$ cat src/design/srrw_pkg.sv
package srrw_pkg;

    // receive window, slot count
    localparam int WINDOW    = 16;
    localparam int MTU_BYTES = 1024;
    localparam int SEQ_W     = 16;
    localparam int LEN_W     = 11;
    localparam int OFFSET_W  = 26;
    localparam int TOTAL_W   = 16;
    localparam int STATUS_W  = 2;
    localparam int IDX_W     = (WINDOW > 1) ? $clog2(WINDOW) : 1;
    localparam int PROD_W    = SEQ_W + 16;

    localparam logic [SEQ_W-1:0] SEQ_MAX = {SEQ_W{1'b1}};

    typedef enum logic [1:0] {
        S_IDLE,
        S_WALK,
        S_OUT
    } t_state;

    typedef enum logic [STATUS_W-1:0] {
        ST_NEW  = 2'd0,
        ST_DUP  = 2'd1,
        ST_DROP = 2'd2,
        ST_DONE = 2'd3
    } t_status;

    // per-cell control from the window controller
    typedef struct packed {
        logic shift;
        logic set;
    } t_cell_ctrl;

endpackage

$ cat src/design/srrw_in_if.sv
interface srrw_in_if;
    logic                         valid;
    logic                         ready;
    logic [srrw_pkg::SEQ_W-1:0]   seq_number;
    logic [srrw_pkg::LEN_W-1:0]   payload_size;

    modport source (output valid, output seq_number, output payload_size, input ready);
    modport sink   (input valid, input seq_number, input payload_size, output ready);
endinterface

$ cat src/design/srrw_out_if.sv
interface srrw_out_if;
    logic                            valid;
    logic                            ready;
    logic [srrw_pkg::STATUS_W-1:0]   status;
    logic                            ack_valid;
    logic [srrw_pkg::SEQ_W-1:0]      ack_seq;
    logic                            store_valid;
    logic [srrw_pkg::OFFSET_W-1:0]   store_offset;
    logic [srrw_pkg::LEN_W-1:0]      store_length;
    logic [srrw_pkg::SEQ_W-1:0]      window_base;
    logic                            done_res;

    modport source (output valid, output status, output ack_valid, output ack_seq,
                    output store_valid, output store_offset, output store_length,
                    output window_base, output done_res, input ready);
    modport sink   (input valid, input status, input ack_valid, input ack_seq,
                    input store_valid, input store_offset, input store_length,
                    input window_base, input done_res, output ready);
endinterface

$ cat src/design/srrw_cell.sv
module srrw_cell (
    input  logic                 i_clk,
    input  logic                 i_rst_n,
    input  srrw_pkg::t_cell_ctrl i_ctrl,
    input  logic                 i_next,
    output logic                 o_mark
);

    logic r_mark;
    logic n_mark;

    // shift toward the base has priority, set only happens outside the walk
    always_comb begin
        n_mark = r_mark;
        if (i_ctrl.shift) begin
            n_mark = i_next;
        end else if (i_ctrl.set) begin
            n_mark = 1'b1;
        end
    end

    always_ff @(posedge i_clk) begin
        if (!i_rst_n) begin
            r_mark <= 1'b0;
        end else begin
            r_mark <= n_mark;
        end
    end

    assign o_mark = r_mark;

endmodule

$ cat src/design/selective_repeat_receiver_window.sv
// result: a duplicate, dropped or ignored beat shows its result in the cycle after acceptance;
//   a new in-window beat first walks the base on by k slots (0 to WINDOW), then shows its result
// flow: one beat at a time, a new beat is taken only after the result of the last one is handed off;
//   the base walk moves the cell row one slot per cycle
// reset: synchronous active low, clears base, total_packets and every received mark;
//   the block is ready as soon as reset is released
module selective_repeat_receiver_window (
    input  logic                           i_clk,
    input  logic                           i_rst_n,
    input  logic                           i_cfg_we,
    input  logic [srrw_pkg::TOTAL_W-1:0]   i_cfg_wdata,
    srrw_in_if.sink                        i_in,
    srrw_out_if.source                     o_out
);

    // window state
    logic [srrw_pkg::SEQ_W-1:0]   r_base;
    logic [srrw_pkg::SEQ_W-1:0]   n_base;
    logic [srrw_pkg::TOTAL_W-1:0] r_total;

    srrw_pkg::t_state r_state;
    srrw_pkg::t_state n_state;

    // result registers, loaded on the accepted beat
    srrw_pkg::t_status             r_status;
    logic                          r_ack_valid;
    logic [srrw_pkg::SEQ_W-1:0]    r_ack_seq;
    logic                          r_store_valid;
    logic [srrw_pkg::OFFSET_W-1:0] r_store_offset;
    logic [srrw_pkg::LEN_W-1:0]    r_store_length;

    // classification of the incoming beat against the current base
    logic                          w_accept;
    logic                          w_done_pre;
    logic [srrw_pkg::SEQ_W-1:0]    w_ahead;
    logic [srrw_pkg::SEQ_W-1:0]    w_behind;
    logic                          w_in_win;
    logic                          w_dup;
    logic [srrw_pkg::PROD_W-1:0]   w_prod;
    logic [srrw_pkg::LEN_W-1:0]    w_len;
    logic                          w_shift;
    logic [srrw_pkg::WINDOW-1:0]   w_mark;

    localparam logic [srrw_pkg::SEQ_W:0] WIN_C = (srrw_pkg::SEQ_W + 1)'(srrw_pkg::WINDOW);
    localparam logic [srrw_pkg::LEN_W-1:0] MTU_C = srrw_pkg::LEN_W'(srrw_pkg::MTU_BYTES);

    assign w_accept   = i_in.valid && i_in.ready;
    assign w_done_pre = r_base >= r_total;
    assign w_ahead    = i_in.seq_number - r_base;
    assign w_behind   = r_base - i_in.seq_number;
    // new: base <= seq <= base + WINDOW - 1, no wrap of the numbering
    assign w_in_win   = (i_in.seq_number >= r_base) && ({1'b0, w_ahead} < WIN_C);
    // duplicate: base - WINDOW <= seq < base, lower bound clamped at zero
    assign w_dup      = (i_in.seq_number < r_base) && ({1'b0, w_behind} <= WIN_C);
    assign w_prod     = srrw_pkg::PROD_W'(i_in.seq_number)
                      * srrw_pkg::PROD_W'(srrw_pkg::MTU_BYTES);
    assign w_len      = (i_in.payload_size > MTU_C) ? MTU_C : i_in.payload_size;

    // next state
    always_comb begin
        n_state = r_state;
        unique case (r_state)
            srrw_pkg::S_IDLE: begin
                if (w_accept) begin
                    if (!w_done_pre && w_in_win) begin
                        n_state = srrw_pkg::S_WALK;
                    end else begin
                        n_state = srrw_pkg::S_OUT;
                    end
                end
            end
            srrw_pkg::S_WALK: begin
                if (!w_shift) begin
                    n_state = srrw_pkg::S_OUT;
                end
            end
            srrw_pkg::S_OUT: begin
                if (o_out.ready) begin
                    n_state = srrw_pkg::S_IDLE;
                end
            end
            default: n_state = srrw_pkg::S_IDLE;
        endcase
    end

    // state outputs
    always_comb begin
        i_in.ready  = (r_state == srrw_pkg::S_IDLE);
        o_out.valid = (r_state == srrw_pkg::S_OUT);
        // base walks over the marked slot at the head, saturating at the top number
        w_shift     = (r_state == srrw_pkg::S_WALK) && w_mark[0] && (r_base != srrw_pkg::SEQ_MAX);
    end

    always_comb begin
        n_base = r_base;
        if (w_shift) begin
            n_base = r_base + srrw_pkg::SEQ_W'(1);
        end
    end

    always_ff @(posedge i_clk) begin
        if (!i_rst_n) begin
            r_state <= srrw_pkg::S_IDLE;
            r_base  <= '0;
            r_total <= '0;
        end else begin
            r_state <= n_state;
            r_base  <= n_base;
            if (i_cfg_we) begin
                r_total <= i_cfg_wdata;
            end
        end
    end

    // result payload
    always_ff @(posedge i_clk) begin
        if (w_accept) begin
            r_ack_valid    <= 1'b0;
            r_ack_seq      <= '0;
            r_store_valid  <= 1'b0;
            r_store_offset <= '0;
            r_store_length <= '0;
            if (w_done_pre) begin
                r_status <= srrw_pkg::ST_DONE;
            end else if (w_dup) begin
                r_status    <= srrw_pkg::ST_DUP;
                r_ack_valid <= 1'b1;
                r_ack_seq   <= i_in.seq_number;
            end else if (w_in_win) begin
                r_status       <= srrw_pkg::ST_NEW;
                r_ack_valid    <= 1'b1;
                r_ack_seq      <= i_in.seq_number;
                r_store_valid  <= 1'b1;
                r_store_offset <= w_prod[srrw_pkg::OFFSET_W-1:0];
                r_store_length <= w_len;
            end else begin
                r_status <= srrw_pkg::ST_DROP;
            end
        end
    end

    // row of mark cells, cell i holds slot base + i; the walk shifts toward cell 0
    for (genvar gi = 0; gi < srrw_pkg::WINDOW; gi++) begin : g_cell
        srrw_pkg::t_cell_ctrl w_ctrl;
        logic                 w_next;

        assign w_ctrl.shift = w_shift;
        assign w_ctrl.set   = w_accept && !w_done_pre && w_in_win
                           && (w_ahead[srrw_pkg::IDX_W-1:0] == srrw_pkg::IDX_W'(gi));
        if (gi == srrw_pkg::WINDOW - 1) begin : g_tail
            assign w_next = 1'b0;
        end else begin : g_body
            assign w_next = w_mark[gi+1];
        end

        srrw_cell u_cell (
            .i_clk   (i_clk),
            .i_rst_n (i_rst_n),
            .i_ctrl  (w_ctrl),
            .i_next  (w_next),
            .o_mark  (w_mark[gi])
        );
    end

    assign o_out.status       = r_status;
    assign o_out.ack_valid    = r_ack_valid;
    assign o_out.ack_seq      = r_ack_seq;
    assign o_out.store_valid  = r_store_valid;
    assign o_out.store_offset = r_store_offset;
    assign o_out.store_length = r_store_length;
    assign o_out.window_base  = r_base;
    assign o_out.done_res     = (r_base >= r_total);

`ifndef NO_ASSERTIONS
    // never take a new beat while a result is still on offer
    a_one_item: assert property (@(posedge i_clk) disable iff (!i_rst_n)
        !(i_in.ready && o_out.valid))
        else $error("input ready while result pending");

    // the base moves by at most one slot a cycle and only in the walk
    a_base_step: assert property (@(posedge i_clk) disable iff (!i_rst_n)
        (r_state != srrw_pkg::S_WALK) |=> (r_base == $past(r_base)))
        else $error("base moved outside the walk");

    // walk ends only when the head slot is empty or the base is saturated
    a_walk_end: assert property (@(posedge i_clk) disable iff (!i_rst_n)
        (r_state == srrw_pkg::S_WALK && n_state == srrw_pkg::S_OUT)
            |-> (!w_mark[0] || r_base == srrw_pkg::SEQ_MAX))
        else $error("walk stopped on a marked head slot");

    // a store command only comes with a new in-window beat
    a_store_new: assert property (@(posedge i_clk) disable iff (!i_rst_n)
        (o_out.valid && o_out.store_valid) |-> (r_status == srrw_pkg::ST_NEW && o_out.ack_valid))
        else $error("store without new beat");
`endif

endmodule

$ cat src/flat_wrapper.sv
// flat-port wrapper written by rule: the top's interface ports become plain ports
module selective_repeat_receiver_window_flat 
  (i_clk, i_rst_n, i_cfg_we, i_cfg_wdata, i_in_valid, i_in_seq_number, i_in_payload_size, i_in_ready, o_out_valid, o_out_status, o_out_ack_valid, o_out_ack_seq, o_out_store_valid, o_out_store_offset, o_out_store_length, o_out_window_base, o_out_done_res, o_out_ready);
  srrw_in_if i_in_i ();
  srrw_out_if o_out_i ();
  input  logic i_clk;
  input  logic i_rst_n;
  input  logic i_cfg_we;
  input  logic [srrw_pkg::TOTAL_W-1:0] i_cfg_wdata;
  input wire logic [$bits(i_in_i.valid)-1:0] i_in_valid;
  input wire logic [$bits(i_in_i.seq_number)-1:0] i_in_seq_number;
  input wire logic [$bits(i_in_i.payload_size)-1:0] i_in_payload_size;
  output wire logic [$bits(i_in_i.ready)-1:0] i_in_ready;
  output wire logic [$bits(o_out_i.valid)-1:0] o_out_valid;
  output wire logic [$bits(o_out_i.status)-1:0] o_out_status;
  output wire logic [$bits(o_out_i.ack_valid)-1:0] o_out_ack_valid;
  output wire logic [$bits(o_out_i.ack_seq)-1:0] o_out_ack_seq;
  output wire logic [$bits(o_out_i.store_valid)-1:0] o_out_store_valid;
  output wire logic [$bits(o_out_i.store_offset)-1:0] o_out_store_offset;
  output wire logic [$bits(o_out_i.store_length)-1:0] o_out_store_length;
  output wire logic [$bits(o_out_i.window_base)-1:0] o_out_window_base;
  output wire logic [$bits(o_out_i.done_res)-1:0] o_out_done_res;
  input wire logic [$bits(o_out_i.ready)-1:0] o_out_ready;
  assign i_in_i.valid = i_in_valid;
  assign i_in_i.seq_number = i_in_seq_number;
  assign i_in_i.payload_size = i_in_payload_size;
  assign i_in_ready = i_in_i.ready;
  assign o_out_valid = o_out_i.valid;
  assign o_out_status = o_out_i.status;
  assign o_out_ack_valid = o_out_i.ack_valid;
  assign o_out_ack_seq = o_out_i.ack_seq;
  assign o_out_store_valid = o_out_i.store_valid;
  assign o_out_store_offset = o_out_i.store_offset;
  assign o_out_store_length = o_out_i.store_length;
  assign o_out_window_base = o_out_i.window_base;
  assign o_out_done_res = o_out_i.done_res;
  assign o_out_i.ready = o_out_ready;
  selective_repeat_receiver_window u_core (.i_clk(i_clk), .i_rst_n(i_rst_n), .i_cfg_we(i_cfg_we), .i_cfg_wdata(i_cfg_wdata), .i_in(i_in_i), .o_out(o_out_i));
endmodule
$ cat config.mk
export PLATFORM = sky130hd
export DESIGN_NAME = selective_repeat_receiver_window_flat
export DESIGN_NICKNAME = d
export VERILOG_FILES = /design/src/design/srrw_pkg.sv /design/src/design/srrw_in_if.sv /design/src/design/srrw_out_if.sv /design/src/design/srrw_cell.sv /design/src/design/selective_repeat_receiver_window.sv /design/src/flat_wrapper.sv
export SDC_FILE = /design/constraint.sdc
export NUM_CORES = 1
export LEC_CHECK = 0
export BUFFER_PORTS_ARGS = -buffer_cell sky130_fd_sc_hd__clkbuf_2
export CAP_MARGIN = 10
export CORE_AREA = 2 2 110 112
export DETAILED_ROUTE_END_ITERATION = 16
export DIE_AREA = 0 0 112 114
export GPL_TIMING_DRIVEN = 1
export PLACE_DENSITY = 0.79
export SYNTH_ARGS = -nofsm -noshare
export SYNTH_HDL_FRONTEND = slang
export SYNTH_SLANG_ARGS = --single-unit
export TNS_END_PERCENT = 10
$ cat constraint.sdc
create_clock -name i_clk -period 3.9 [get_ports i_clk]
set_input_delay 0.585 -clock i_clk [delete_from_list [all_inputs] [get_ports i_clk]]
set_output_delay 0.585 -clock i_clk [all_outputs]
set_load 0.005 [all_outputs]
# == Yosys cells after proc, flatten, opt, wreduce, memory -nomap -nowiden ==
# Cells that the tools add are included.
# word_totals
ff_bits,107
elab_cells,149
output_inout_bits,76
# op_classes
n_reduce_logical,47
addsub,3
bitwise_logic,2
eq_ne,21
muxes,42
n_lt_le_gt_ge,6
# op_table
cell,n
"4-bit == test, second input constant",8
16-bit greater-or-equal comparator,2
1-bit two-way mux,32
16-bit two-way mux,2
16-bit subtractor,2
2-bit nonzero test,15
1-bit logical AND,24
"16-bit by 1-bit adder with 16-bit output, second input constant",1
"4-bit by 3-bit == test with 1-bit output, second input constant",4
"16-bit by 5-bit <= comparator with 1-bit output, second input constant",1
16-bit less-than comparator,1
"16-bit by 5-bit less-than comparator with 1-bit output, second input constant",1
"16-bit inequality test, second input constant",1
2-bit two-way mux,6
"11-bit > comparator, second input constant",1
11-bit two-way mux,1
"4-bit by 2-bit == test with 1-bit output, second input constant",2
2-bit one-hot mux with 3 select lines,1
"4-bit by 1-bit == test with 1-bit output, second input constant",1
4-bit logical NOT,1
"2-bit inequality test, second input constant",2
2-bit OR reduction,2
4-bit OR reduction,1
3-bit AND reduction,1
other kinds (7),8

# == Depth between registers and ports, before layout ==
# depth
word_depth,7
depth_mapped,14
mapped_depth_nobuf,12

# == Modules after synthesis ==
# A second synthesis with hierarchy kept.
# hier_totals
cells_unflattened,676
area_unflattened_um2,6207.2
# modules_own_cells
module,area_each_um2,cells_each,seq_area_each_um2,n_inst
selective_repeat_receiver_window,5626.6,628,2092.0,1
srrw_cell,36.3,3,20.0,16

# == Least setup slack after synthesis ==
# OpenSTA, ideal clock, no wires.
# synth_path
kind,input -> register
from,input i_in_seq_number[0]
to,"register u_core.r_status[1] (netlist: u_core.o_out.status[1]), data pin"
t_required_ns,3.617
cell_stages,13
setup_ns,0.283
slack_ns,0.497
arrival_ns,3.121
cell_sequence,inv_1 -> ha_1 -> inv_1 -> fa_1 -> a21o_1 -> a221oi_2 -> o221ai_2 -> a311o_1 -> a2111oi_0 -> and4_1 -> buf_4 -> buf_2 -> a41oi_1
# synth_between
elab_chain_cells,5
word_cells_on_any_way,10
classes_between,2 x add/sub; 4 x order compare; 2 x mux; 2 x reduce/logical
# synth_rtl
item,line_no,source
"start, declared",flat_wrapper.sv:11,input wire logic [$bits(i_in_i.seq_number)-1:0] i_in_seq_number;
16-bit subtractor,selective_repeat_receiver_window.sv:49,assign w_ahead = i_in.seq_number - r_base;
16-bit by 5-bit less-than comparator with 1-bit output,selective_repeat_receiver_window.sv:52,"assign w_in_win = (i_in.seq_number >= r_base) && ({1'b0, w_ahead} < WIN_C);"
1-bit logical AND,selective_repeat_receiver_window.sv:52,
2-bit two-way mux,selective_repeat_receiver_window.sv:129,end else if (w_in_win) begin
2-bit two-way mux *,selective_repeat_receiver_window.sv:125,end else if (w_dup) begin
"end signal, assigned",selective_repeat_receiver_window.sv:124,r_status <= srrw_pkg::ST_DONE;
"end signal, assigned",selective_repeat_receiver_window.sv:126,r_status <= srrw_pkg::ST_DUP;
"end signal, assigned",selective_repeat_receiver_window.sv:130,r_status <= srrw_pkg::ST_NEW;
"end, declared",selective_repeat_receiver_window.sv:25,srrw_pkg::t_status r_status;
# Every way passes the cells marked *; elsewhere a longest branch is shown, timed or not.
# A chain may end at the register's enable or synchronous reset.

# == Final worst setup path ==
# layout_path
from,"register u_core.r_base, in the netlist u_core.o_out.window_base[0]"
to,register u_core.g_cell[13].u_cell.r_mark
# layout_between
elab_chain_cells,6
word_cells_on_any_way,14
classes_between,1 x add/sub; 3 x order compare; 2 x eq/ne; 1 x mux; 7 x reduce/logical
# layout_rtl
item,line_no,source
"start, declared",selective_repeat_receiver_window.sv:17,logic [srrw_pkg::SEQ_W-1:0] r_base;
"start signal, assigned",selective_repeat_receiver_window.sv:108,r_base <= n_base;
16-bit subtractor or 16-bit greater-or-equal comparator (tied branches),"selective_repeat_receiver_window.sv:49, selective_repeat_receiver_window.sv:48",
16-bit by 5-bit less-than comparator with 1-bit output or 1-bit logical NOT (tied branches),"selective_repeat_receiver_window.sv:52, selective_repeat_receiver_window.sv:148",
"1-bit logical AND, on equally long branches","selective_repeat_receiver_window.sv:52, selective_repeat_receiver_window.sv:148",
1-bit logical AND,selective_repeat_receiver_window.sv:148,assign w_ctrl.set = w_accept && !w_done_pre && w_in_win
1-bit logical AND,selective_repeat_receiver_window.sv:149,&& (w_ahead[srrw_pkg::IDX_W-1:0] == srrw_pkg::IDX_W'(gi));
2-bit nonzero test (no line),--,
"end signal, assigned",srrw_cell.sv:26,r_mark <= n_mark;
"end, declared",srrw_cell.sv:9,logic r_mark;
# Parallel ways exist; a longest one is shown, timed or not.

==> qor.csv <==
stage,metric,value,unit
outcome,outcome,completed,
clocking,clock_latency,360,ps
sta,fmax,270.6,MHz
clocking,cts_tree,built,
detailed_routing,wire_per_inst,16.98,um
grt,grt_max_degree,54,
critical_path,critPathKind,register to register,
sta,setup_viol,0,
sta,slew_violations,0,
detailed_routing,via_per_inst,5.761,
power,pwr-share-comb,13.3,%
sta,fin_tns_setup,0,ps
hold_path,whs_path_depth,2,
logic_synthesis,synth-seq-area-share,38.16,%
clocking,htreeDepth,3,
sta,period_minus_slack,3696,ps
clocking,cts.clk_slew.worst_paths,70,ps
power,switching_power,0.6199,mW
floorplanning,die_h,114,um
logic_synthesis,avgSynthCellArea,9.214,um^2
cells_and_area,final_cell_area,7491,um^2
power,power.share.clock,38.4,%
cells_and_area,syn_to_final_growth,18.51,%
detailed_routing,ant_nets,0,
grt,grt_pass1_wl,27120,um
floorplanning,dieArea,12770,um^2
logic_synthesis,ys_warn_count,0,
sta,slew_headroom,15.55,%
logic_synthesis,async_flop_share,0,%
logic_synthesis,synth_edf_count,47,
power,powerDensity,304.8,nW/um^2
critical_path,crit_required,4150,ps
grt,antenna_found_initial,0,
clocking,clock_path_buffers,2,
clocking,cts_sinks,97,
power,p_total,2.283,mW
critical_path,start_kind,register,
power,leakagePower,3.486,nW
power,ir_worst_vdd,0.0001931,V
cells_and_area,drive_above_1_share,24.73,%
floorplanning,fp-row-count,40,
detailed_routing,dr_total_vias,5577,
grt,grt_use_total,26.47,%
hold_path,min_from,u_core.g_cell[15].u_cell.o_mark,
floorplanning,io_pins,124,
sta,final_hold_viol_count,0,
clocking,clockRootBuffer,clkbuf_16,
grt,overflow,0,
critical_path,arrival,3940,ps
power,sw_frac_of_total,27.15,%
placement,place.gp.congestion,0.9657,
floorplanning,start_util,53.97,%
grt,first_global_vias,5439,
clocking,cts_hold_buf,0,
detailed_routing,route.detailed.drc,0,
hold_path,hold_end,u_core.g_cell[15].u_cell.o_mark,
logic_synthesis,synthFlopType,dfxtp_1,
job,maxCapViolCount,0,
clocking,numCtsBuffers,9,
logic_synthesis,syn_area,6321,um^2
critical_path,rr_startpoint,u_core.o_out.window_base[0],
critical_path,r2r_end,u_core.g_cell[13].u_cell.o_mark,
floorplanning,core_area,11710,um^2
clocking,cts.repair.resized,0,
sta,worst_pin_slew,1267,ps
sta,finClkSkew,7.162,ps
critical_path,end_kind,register,
critical_path,worst-r2r-cell-count,12,
sta,period_share,94.77,%
placement,portBuffers,113,
critical_path,startpoint,u_core.o_out.window_base[0],
critical_path,crit_fanout,13,
logic_synthesis,ys_types,68,
cells_and_area,antenna_cells,0,
critical_path,r2r_setup_slack,200,ps
detailed_routing,drt-total-wl,16430,um
placement,place_area,7191,um^2
placement,post-dp-hpwl,12920,um
power,p_int,1.664,mW
logic_synthesis,synth_seq_cells,97,
detailed_routing,firstDrtPassIters,5,
sta,rsz0062_at_grt,no,
logic_synthesis,syn_inst,686,
hold_path,min_path_type,register to register,
cells_and_area,nets,913,
sta,hold_slack,457.9,ps
power,pwr-share-seq,48.2,%
clocking,postCtsSetupRepairBufs,0,
detailed_routing,drt_iter0_markers,393,
floorplanning,die_x,112,um
-- per-stage QoR --
step | utilization, % | instances | worst slack [ps]
CTS | 63.93 | 968 | 271.2
floorplan | - | 695 | 496.6
detailed placement | 61.40 | 952 | 19.70
finish | 63.96 | 968 | 204.0
global placement | 61.40 | 952 | 158.2
global route | 63.96 | 968 | 21.52
-- layout by cell type (no fill, tap or decap), types with 10 or more instances in the layout --
| cell | synthesis | final |
|---|---|---|
| clkbuf_2 | 0 | 113 |
| inv_1 | 70 | 70 |
| nand2_1 | 59 | 59 |
| dfxtp_1 | 50 | 50 |
| ha_1 | 48 | 48 |
| edfxtp_1 | 47 | 47 |
| buf_4 | 12 | 40 |
| a21oi_1 | 32 | 31 |
| and2_1 | 29 | 28 |
| nand3_1 | 27 | 27 |
| o21ai_0 | 25 | 25 |
| nor2b_1 | 24 | 23 |
| o41ai_1 | 23 | 23 |
| xnor2_1 | 19 | 19 |
| mux2i_1 | 19 | 19 |
| nor2_1 | 18 | 18 |
| mux2_2 | 15 | 15 |
| nand4_1 | 14 | 14 |
| nor3_1 | 11 | 11 |
| a21o_1 | 10 | 10 |
| conb_1 | 1 | 10 |
-- critical path, cell delays in order, from the launching register on --
cell and delay, ps:
dfxtp_1 420, ha_1 190, inv_1 50, fa_1 420, a21o_1 210, a221oi_2 340
o221ai_2 190, a311o_1 380, a2111oi_1 450, and4_1 310, buf_12 150, nand2_4 80
o41ai_1 380
-- logic make-up (layout without fill, tap and decap cells) --
logic type | count (synthesis) | in the layout | synth area share, %
compound gates | 142 | 142 | 16.07
xor+xnor | 25 | 25 | 3.464
fa+ha+maj | 49 | 49 | 9.818
buf+inv | 114 | 240 | 7.937
flops | 97 | 97 | 38.16
mux | 34 | 34 | 5.681
other cells | 1 | 10 | 0.05933
simple gates | 224 | 224 | 18.80
-- cell usage after synthesis, types with 10 or more instances --
master	instances	area (um^2)
inv_1	70	262.8
nand2_1	59	221.5
dfxtp_1	50	1001
ha_1	48	600.6
edfxtp_1	47	1411
a21oi_1	32	160.2
and2_1	29	181.4
nand3_1	27	135.1
o21ai_0	25	125.1
nor2b_1	24	150.1
o41ai_1	23	201.4
clkbuf_1	19	71.32
mux2i_1	19	190.2
xnor2_1	19	166.4
nor2_1	18	67.56
mux2_2	15	168.9
nand4_1	14	87.58
buf_4	12	90.09
buf_2	11	55.05
nor3_1	11	55.05
a21o_1	10	75.07
-- cell type report --
type / count / area [um^2]
Tap cell: 147 / 183.9
Multi-Input combinational cell: 484 / 3450
Clock buffer: 9 / 225.2
Timing Repair Buffer: 154 / 885.9
Sequential cell: 97 / 2412
Clock inverter: 7 / 71.32
Inverter: 70 / 262.8
Fill cell: 996 / 4220
-- sequential cells by signal, summed over array words and instances (netlist names) --
register                     count
u_core.o_out.status              2
u_core.g_cell.u_cell.o_mark     16
u_core.r_total                  16
u_core.o_out.store_valid         1
u_core.o_out.ack_valid           1
u_core.o_out.ack_seq            16
u_core.o_out.store_length       11
u_core.r_state                   2
u_core.o_out.window_base        16
u_core.o_out.store_offset       16
-- power by group through the flow --
stage | Clock [mW] | Combinational, mW | Sequential (mW)
2_1_floorplan | 0 | 0.192 | 1.13
3_3_place_gp | 0 | 0.290 | 1.12
3_5_place_dp | 0 | 0.299 | 1.13
4_1_cts | 0.885 | 0.300 | 1.10
5_1_grt | 0.937 | 0.335 | 1.10
6_report | 0.878 | 0.304 | 1.10
-- routing by layer --
metal,routed length [um],part of all wire [%],GRT usage (%),up-vias
li1,-,-,-,2705
met1,7233,44,35.31,2641
met2,7829,48,43.76,198
met3,970,5.9,4.038,33
met4,400,2.4,10.24,0
met5,0,0,0,-
-- worst max-delay path by stage --
stage / to / slack, ps / depth (start not counted)
2_1_floorplan: u_core.o_out.status[1] / 500 / 13
5_1_grt: u_core.o_out.store_length[7] / 20 / 11
3_3_place_gp: u_core.o_out.store_length[0] / 160 / 11
3_5_place_dp: u_core.g_cell[13].u_cell.o_mark / 20 / 14
4_1_cts: u_core.o_out.store_length[3] / 270 / 12
6_report: u_core.g_cell[13].u_cell.o_mark / 200 / 12
Power figures use the tool's default switching activity.
